==> config.mk <==
export PLATFORM = sky130hd
export DESIGN_NAME = swma_bin_cell
export DESIGN_NICKNAME = d
export VERILOG_FILES = /design/src/design/swma_pkg.sv /design/src/design/swma_bin_cell.sv
export SDC_FILE = /design/constraint.sdc
export NUM_CORES = 1
export LEC_CHECK = 0
export BUFFER_PORTS_ARGS = -buffer_cell sky130_fd_sc_hd__buf_2
export CAP_MARGIN = 20
export CORE_AREA = 8 8 60 83
export DETAILED_ROUTE_END_ITERATION = 7
export DIE_AREA = 0 0 68 91
export PLACE_DENSITY = 0.75
export SYNTH_ARGS = -nofsm -noshare
export SYNTH_HDL_FRONTEND = slang
export SYNTH_SLANG_ARGS = --single-unit
==> constraint.sdc <==
create_clock -name clock -period 5.8 [get_ports clock]
set_clock_uncertainty 0.1 [all_clocks]
set_input_delay 0.58 -clock clock [delete_from_list [all_inputs] [get_ports clock]]
set_output_delay 0.58 -clock clock [all_outputs]
set_load 0.02 [all_outputs]
==> src/design/swma_pkg.sv <==
// Package: shared types and constants for the sliding window median alert block.
`timescale 1ns / 1ps
package swma_pkg;
   localparam int SampleWidth = 8;
   localparam int LengthWidth = 11;
   localparam int MedianWidth = 9;
   localparam int TotalWidth  = 16;

   typedef struct packed {
      logic                   window_full;
      logic [MedianWidth-1:0] doubled_median;
      logic                   alert;
      logic [TotalWidth-1:0]  alert_total;
   } rsp_type;

   // Control word broadcast to every cell of the bin cell row.
   typedef struct packed {
      logic clear;
      logic inc;
      logic dec;
   } cell_ctl_type;
endpackage

==> src/design/swma_bin_cell.sv <==
// Bin cell: one histogram count, passes a running prefix sum to its neighbour.
`timescale 1ns / 1ps
module swma_bin_cell #(
   parameter int CountWidth = 11
) (
   input  logic                    clock,
   input  logic                    reset,
   input  swma_pkg::cell_ctl_type  ctl,
   input  logic                    inc_sel,
   input  logic                    dec_sel,
   input  logic                    shift,
   input  logic [CountWidth-1:0]   prefix_prev,
   output logic [CountWidth-1:0]   prefix_out,
   output logic                    occupied
);
   logic [CountWidth-1:0] count_ff, count_in;
   logic [CountWidth-1:0] prefix_ff, prefix_in;
   logic [CountWidth-1:0] dec_val;

   always_comb begin
      dec_val = count_ff;
      if (ctl.dec && dec_sel && count_ff != '0) begin
         dec_val = count_ff - 1'b1;
      end
      count_in = dec_val;
      if (ctl.inc && inc_sel) begin
         count_in = dec_val + 1'b1;
      end
      if (ctl.clear) begin
         count_in = '0;
      end
      // Hold a snapshot of the prefix up to this bin; advance while shift is high.
      prefix_in = prefix_ff;
      if (shift) begin
         prefix_in = prefix_prev + count_ff;
      end
   end

   always_ff @(posedge clock) begin
      if (reset) begin
         count_ff <= '0;
      end else begin
         count_ff <= count_in;
      end
      prefix_ff <= prefix_in;
   end

   assign prefix_out = prefix_ff;
   assign occupied   = count_ff != '0;
endmodule

==> run metrics, run 1 <==
minimum setup slack in the final design=approximately 3 ns; Post-CTS Repair Setup Buffers=0; Syn Area/Cell=~9.1 um^2; post-cts sizing count=0; fraction of layout cells with a size suffix above 1=0.204; slew margin rel.=0.691; Placement Setup Slack=2.96 ns; prevailing post-synth register cell=edfxtp_1; Hold Buf Count CTS=0; ratio of routed vias to standard cells=5.54; Area growth syn-to-layout=14.0%; number of antenna violations at the first check in global routing=0; final worst path period share=0.495; biggest cell delay along the critical path=~0.43 ns; CTS Sinks=22; Skew-Pair Late Insertion Delay=around 0.27 ns; Core Rows=27; part of the Yosys area used for sequential elements=0.336; clock root cell=clkbuf_8; number of global-route vias before repair=1,481; number of search-and-repair iterations in the first detailed-routing pass=5; starting density of the core=0.433; first-pass GRT wire length=between 6000 and 7000 um; Detail Placement HPWL=2880 um; DRT Wirelength=around 3500 um; kind of end point of the critical path=flip-flop; highest net fanout along the worst path=5; Die Outline Area=6190 um^2; remaining antenna violation count after routing=0; Worst-Margin Slew=0.460 ns; share of power burned in the clock network=0.270; type of the worst setup path=reg2reg; clock input transition at the sequential cells of the worst setup and hold paths=0.08 ns; Yosys top cell by area=edfxtp_1; share of total power consumed by net switching=0.303; Std-Cell Core Area=3780 um^2; gr usage total=0.120; total number of vias=1,407; r2r setup slk=2.93 ns; min cycle time layout=2.87 ns; result of the run=finished clean; required arrival time at the worst endpoint=5.89 ns; fraction of registers with async set/reset=0; routability cong.=0.786; largest buffer count on any clock path=2; power per cell area=203 nW/um^2; endpoints failing hold=0; drc violations=0; TritonCTS buffer count=3; switching power summed over all nets=0.115 mW; cell types occupying the most area after synthesis=edfxtp_1, dfxtp_1, ha_1; largest net degree at the start of global routing=13; I/O pin cnt=31; total congestion overflow after global routing=0; type of the worst min-delay path=in2reg; final setup violation count=0; horizontal extent of the die=68 um; timing-limited maximum frequency=348 MHz; critical path launch point type=flip-flop; Post-Syn Nets=roughly 210; mean routed wirelength per cell=13.6 um; arrival time reported for the critical path endpoint=2.96 ns; cell-by-cell listing of the critical path=inv_1 -> ha_1 -> nor3b_2 -> a31oi_1 -> nor2_1 -> a21oi_1 -> ha_1 -> nand3_1 -> nor2_1 -> nand2_1 -> o31a_1 -> nor3_1; TritonCTS clock tree=built; P_int=0.264 mW; Cell Area, Synth=approximately 1600 um^2; setup repair after global routing missed its margin=no; vertical extent of the die=91 um; count of flip-flops with a built-in enable after synthesis=11; total of flip-flops plus latches after synthesis=22; count of mapped cells out of synthesis=180; H-tree depth=1; logic gate share of total power=0.257; top cell types by occurrence after synthesis=nor2_1, ha_1, nand2_1; accumulated negative setup slack=0 ns; fraction of synthesized cell area taken by the top area cell type=0.202; Port Buffer Count=30; final std cell area, no fill=1870 um^2; standard cell with the maximum stage delay on the critical path=dfxtp_1; initial DRC count=51; most repeated cell in the gate-level netlist after synthesis=nor2_1; count of synthesis-stage warnings from yosys=0; number of diodes added for antenna fixing=0; maximum vdd drop=0.124 mV; leakage power summed over all cells=0.762 nW; sequential share of power=0.474; Final #Nets=~250; max-cap check violation count=0; Final Slew Violations=0; Unique masters post-synth=44; cell area after placement=between 1500 and 2000 um^2
layout make-up:
type / instances / area [um^2]
Timing Repair Buffer: 30 / 150
Multi-Input combinational cell: 144 / 1030
Inverter: 11 / 41.3
Sequential cell: 22 / 551
Tap cell: 43 / 53.8
Fill cell: 373 / 1920
Clock buffer: 4 / 45.0
power groups by stage:
stage / Sequential (mW) / Clock [mW] / Combinational (mW)
3_5_place_dp: 0.183 / 0 / 0.0978
3_3_place_gp: 0.182 / 0 / 0.0959
4_1_cts: 0.179 / 0.101 / 0.0984
6_report: 0.179 / 0.102 / 0.0972
2_1_floorplan: 0.190 / 0 / 0.0649
5_1_grt: 0.180 / 0.109 / 0.108
state kept, by name, summed over array words and instances (netlist names):
signal and cells:
prefix_out 11, count_ff 11
placed cells by master (no fill, tap or decap), types with 3 or more instances in the layout:
cell type and instances:
nor3_1 8, edfxtp_1 11, buf_2 30, ha_1 13, clkbuf_8 3, o21ai_0 7
or4_1 3, nor2_1 20, dfxtp_1 11, nor4_1 3, inv_1 11, xnor2_1 11
mux2i_1 5, a31oi_1 3, a21o_1 3, nand2_1 13, a21oi_1 12, xor2_1 8
nand3_1 6
per-stage QoR:
stage	power (mW)	util	hold slack, ns	std cells
6_report	0.378	0.493	0.491	254
3_3_place_gp	0.278	0.481	0.476	250
2_1_floorplan	0.255	-	0.433	180
3_5_place_dp	0.281	0.481	0.487	250
4_1_cts	0.379	0.493	0.491	254
5_1_grt	0.397	0.493	0.498	254
worst paths after layout:
check | from | endpoint | cells past startpoint
min | inc_sel | count_ff[1] | 3
min reg2reg | count_ff[7] | count_ff[7] | 2
max | count_ff[0] | count_ff[10] | 12
max reg2reg | count_ff[0] | count_ff[10] | 12
kinds of logic after synthesis:
group	after synthesis	share of synthesized area
AO/OA/AOI/OAI	33	0.127
XOR/XNOR	19	0.102
adder cells (fa/ha/maj)	14	0.112
buffers and inverters	14	0.0374
flip-flops	22	0.336
multiplexers	5	0.0306
AND/OR/NAND/NOR	73	0.256
critical path, delay by kind of cell, from the launching register on:
kind                       cells  cell delay [ns]
AOI/OAI and AO/OA              3             0.86
adders and majority gates      2             0.40
buffers and inverters          1             0.14
DFF                            1             0.43
and+or+nand+nor                6             0.86
metal layers:
layer  GRT usage  wire length (um)
met2       0.225              1850
met1       0.115              1330
met3      0.0185               180
met5           0                 0
met4      0.0652                93
Power figures use the tool's default switching activity.
==> inputs of run 2 (changes only) <==
PLACE_DENSITY = 0.78   (was 0.75)
clock period = 2.6 ns   (was 5.8 ns; I/O delays follow)
==> run 2 against run 1 <==
  * Final cell count grew 4.3%
  * Die area is the same
  * Fmax grew 16%
  * Critical path type unchanged
  * Highest routed layer unchanged
==> run metrics, run 2 (synthesis gave the netlist of run 1 again) <==
result of the run=finished clean; launching point of the worst reg2reg path=count_ff[0]; slew margin rel.=0.678; clock root cell=clkbuf_8; critical path launch point type=flip-flop; global routing met1 resource utilization=0.118; TritonCTS buffer count=3; minimum setup slack in the final design=0.127 ns; maximum vdd drop=0.264 mV; horizontal extent of the die=68 um; largest net degree at the start of global routing=13; Critical path origin=count_ff[0]; Placement Setup Slack=0.0188 ns; Port Buffer Count=30; total power draw=0.870 mW; CTS Sinks=22; number of antenna violations at the first check in global routing=0; I/O pin cnt=31; Std-Cell Core Area=between 3000 and 4000 um^2; drc violations=0; initial DRC count=56; DRT Wirelength=3880 um; power per cell area=435 nW/um^2; met3 Use GR=0.0148; kind of end point of the critical path=flip-flop; fraction of layout cells with a size suffix above 1=0.270; Final Slew Violations=0; standard cell with the maximum stage delay on the critical path=or4_4; highest net fanout along the worst path=7; gr usage total=0.122; final setup violation count=0; number of standard cells in the layout, taps in and fillers out=265; accumulated negative setup slack=0 ns; arrival time reported for the critical path endpoint=roughly 2.6 ns; min cycle time layout=2.47 ns; Final #Nets=256; max-cap check violation count=0; total congestion overflow after global routing=0; ratio of routed vias to standard cells=5.56; biggest cell delay along the critical path=0.54 ns; Area growth syn-to-layout=22.2%; number of search-and-repair iterations in the first detailed-routing pass=4; Detail Placement HPWL=3000 um; filler instances=351; routability cong.=0.841; Worst-Margin Slew=about 0.48 ns; highest-utilization routing layer at the global route stage=met2; required arrival time at the worst endpoint=roughly 2.7 ns; final worst path period share=0.951; highest-count cells in the layout ignoring fill and taps=buf_2, nor2_1, ha_1, nand2_1, a21oi_1; remaining antenna violation count after routing=0; Skew-Pair Late Insertion Delay=~0.27 ns; number of global-route vias before repair=1,531; buffers and inverters on the worst path=1; final core area utilization=0.529; timing-limited maximum frequency=404 MHz; number of diodes added for antenna fixing=0; type of the worst setup path=reg2reg; starting density of the core=0.433; TritonCTS clock tree=built; Hold Buf Count CTS=0; endpoints failing hold=0; type of the worst min-delay path=in2reg; Die Outline Area=6190 um^2; met2 capacity usage during global routing=0.229; mean routed wirelength per cell=between 10 and 15 um; largest buffer count on any clock path=2; Worst path top cell family by delay=simple AND/OR/NAND/NOR gates; total number of vias=1,473; leakage power summed over all cells=0.834 nW; H-tree depth=1; vertical extent of the die=91 um; clock input transition at the sequential cells of the worst setup and hold paths=0.08 ns; Core Rows=27; startpoint of the lowest-slack hold path=inc_sel; placed insts=261; most common cell after layout, fill and taps aside=buf_2; cell-by-cell listing of the critical path=inv_1 -> ha_1 -> nor3b_4 -> and2_4 -> or4_4 -> a211oi_4 -> nor2_1 -> o31a_1 -> nor3_2; first-pass GRT wire length=6130 um
## run 2: report_power, final
part	internal, mW	switching (mW)
registers	0.387	0.00891
clock network	0.110	0.116
logic	0.107	0.142
total	0.603	0.267
## run 2: tightest hold or removal path: cells and delay by family
family	cells	cell delay, ns
and+or+nand+nor	1	0.06
buffers and inverters	1	0.12
AOI/OAI and AO/OA	1	0.05
## run 2: stage by stage
| stage | instance area, um^2 | hold WS (ns) |
|---|---|---|
| floorplan | 1640 | 0.272 |
| global placement | 1900 | 0.456 |
| detailed placement | 1900 | 0.451 |
| CTS | 1960 | 0.168 |
| global route | 2000 | 0.189 |
| finish | 2000 | 0.167 |
## run 2: cell type report
class / count / area [um^2] / area share
Tap cell: 43 / 53.8 / 0.0269
Multi-Input combinational cell: 144 / 1080 / 0.538
Clock buffer: 4 / 45.0 / 0.0225
Timing Repair Buffer: 41 / 233 / 0.116
Sequential cell: 22 / 551 / 0.275
Inverter: 11 / 41.3 / 0.0206
## run 2: layer usage
metal	up-vias	part of all wire
met1	686	0.37
li1	735	-
met5	-	0
met2	37	0.53
met4	0	0.037
met3	15	0.056
## run 2: final timing paths
check / end / slack (ns) / cells after the start
max: count_ff[10] / 0.13 / 9
min: count_ff[1] / 0.17 / 3
max reg2reg: count_ff[10] / 0.13 / 9
min reg2reg: count_ff[7] / 0.58 / 3
## run 2: what timing repair did
item                                   4_1_cts  5_1_grt
pin swaps                                    0        1
endpoints found under the hold margin        0        0
resized for setup                            1       11
setup endpoints to repair                    1        5
setup buffers                                0        0
==> inputs of run 3 (changes only) <==
CORE_AREA = 8 8 77 65   (was 8 8 60 83)
DIE_AREA = 0 0 85 73   (was 0 0 68 91)
==> run 3 against run 2 <==
  * Register-to-register slack worse by 0.03 ns
  * Final area rose by 2.6%
  * Non-clock buffer count decreased by 1
  * Setup slack worse by 0.035 ns
  * Highest routed layer unchanged
  * Critical path type unchanged
  * Wire length is 3.6% lower
  * Critical endpoint unchanged
  * Sequential power barely moved
  * Worst hold slack got worse by 0.0054 ns
==> run metrics, run 3 (synthesis gave the netlist of run 1 again) <==
result of the run=finished clean; highest metal layer used by the detailed router=met4; final core area utilization=0.551; vertical extent of the die=73 um; mean routed wirelength per cell=14.1 um; endpoints failing hold=0; clock root cell=clkbuf_8; cell area after placement=1890 um^2; filler instances=328; Detail Placement HPWL=2860 um; Routed met3 length=290 um; number of cells traversed by the worst hold path=3; kind of end point of the critical path=flip-flop; final setup violation count=0; slew margin rel.=0.693; final worst path period share=0.965; arrival time reported for the critical path endpoint=~2.6 ns; max-cap check violation count=0; drc violations=0; critical path launch point type=flip-flop; Final Slew Violations=0; largest net degree at the start of global routing=14; fraction of layout cells with a size suffix above 1=0.303; Std-Cell Core Area=3730 um^2; highest net fanout along the worst path=5; DRT Wirelength=3740 um; switching power summed over all nets=about 0.27 mW; total congestion overflow after global routing=0; logic gate share of total power=0.259; number of antenna violations at the first check in global routing=0; first-pass GRT wire length=5890 um; biggest cell delay along the critical path=about 0.56 ns; maximum vdd drop=0.233 mV; P_int=around 0.7 mW; clock input transition at the sequential cells of the worst setup and hold paths=0.08 ns; TritonCTS clock tree=built; routability cong.=0.873; horizontal extent of the die=85 um; min cycle time layout=~2.5 ns; standard cell with the maximum stage delay on the critical path=or4_4; gr usage total=0.117; number of cell instances on the worst register-to-register path=10; initial DRC count=74; ratio of routed vias to standard cells=about 5.4; Port Buffer Count=30; share of power burned in the clock network=0.331; most common cell after layout, fill and taps aside=buf_2; share of total power consumed by net switching=0.275; leakage power summed over all cells=0.854 nW; final std cell area, no fill=around 2000 um^2; total number of vias=1,441; type of the worst min-delay path=in2reg; met2 layer wire length in the routed design=1840 um; Area growth syn-to-layout=25.4%; number of diodes added for antenna fixing=0; I/O pin cnt=31; timing-limited maximum frequency=roughly 400 MHz; metal1 wirelength=1570 um; starting density of the core=0.439; highest-count cells in the layout ignoring fill and taps=buf_2, nor2_1, nand2_1, a21oi_1, ha_1; remaining antenna violation count after routing=0; Final #Nets=around 260; number of global-route vias before repair=1,319; CTS Sinks=22; Skew-Pair Late Insertion Delay=0.26 ns; Hold Buf Count CTS=0; total power draw=0.969 mW; cell-by-cell listing of the critical path=inv_2 -> buf_6 -> ha_2 -> and4b_2 -> nand2_2 -> or4_4 -> a211oi_4 -> nor2_2 -> nor4_2 -> nor3_2; Core Rows=20; type of the worst setup path=reg2reg; Die Outline Area=6210 um^2; Worst-Margin Slew=0.448 ns; power per cell area=472 nW/um^2; largest buffer count on any clock path=2; TritonCTS buffer count=3; H-tree depth=1; sequential share of power=0.410; required arrival time at the worst endpoint=2.66 ns; number of search-and-repair iterations in the first detailed-routing pass=5
run 3: cell types whose count changed in the layout (fill, tap and decap cells not counted), sizes merged:
cell / delta
buf: -1
bufinv: +1
clkbuf: -1
run 3: what timing repair did:
| item | 4_1_cts | 5_1_grt |
|---|---|---|
| endpoints found under the setup margin | 0 | 5 |
| buffers inserted | 0 | 1 |
| gates resized for setup | 0 | 21 |
run 3: routing by layer:
| metal | track usage | vias up |
|---|---|---|
| li1 | - | 733 |
| met1 | 0.140 | 654 |
| met2 | 0.193 | 48 |
| met3 | 0.0326 | 6 |
| met4 | 0.0453 | 0 |
| met5 | 0 | - |
run 3: cell type report:
| type | instances | area [um^2] | share of cell area |
|---|---|---|---|
| inverters | 11 | 41.3 | 0.0201 |
| well taps | 44 | 55.1 | 0.0268 |
| flip-flops and latches | 22 | 551 | 0.268 |
| clock inverters | 1 | 30.0 | 0.0146 |
| repair buffers | 40 | 233 | 0.113 |
| multi-input cells | 144 | 1100 | 0.537 |
| clock buffers | 3 | 41.3 | 0.0201 |
run 3: per-stage QoR:
| step | setup TNS, ns | cells | worst slack (ns) | hold slack [ns] |
|---|---|---|---|---|
| floorplan | 0 | 180 | 0.0877 | 0.272 |
| global placement | 0 | 260 | 0.132 | 0.441 |
| detailed placement | 0 | 260 | 0.0364 | 0.443 |
| CTS | 0 | 264 | 0.0121 | 0.155 |
| global route | -0.0726 | 265 | -0.0510 | 0.187 |
| finish | 0 | 265 | 0.0923 | 0.161 |
run 3: power groups by stage:
stage                     registers [mW]  clock network (mW)  logic, mW
after floorplan                    0.425                   0      0.145
after global placement             0.404                   0      0.225
after detailed placement           0.404                   0      0.229
after CTS                          0.396               0.326      0.230
after global routing               0.400               0.343      0.273
final                              0.397               0.321      0.251
run 3: critical path, delay by kind of cell, from the launching register on:
kind                     cells  cell delay [ns]
buffers and inverters        2             0.17
AO/OA/AOI/OAI                1             0.30
flip-flops                   1             0.32
adder cells (fa/ha/maj)      1             0.16
AND/OR/NAND/NOR              6             1.34
run 3: final timing paths:
kind         slack (ns)   startpoint      endpoint
min reg2reg        0.58  count_ff[7]   count_ff[7]
min                0.16      inc_sel   count_ff[1]
max                0.09  count_ff[0]  count_ff[10]
max reg2reg        0.09  count_ff[0]  count_ff[10]
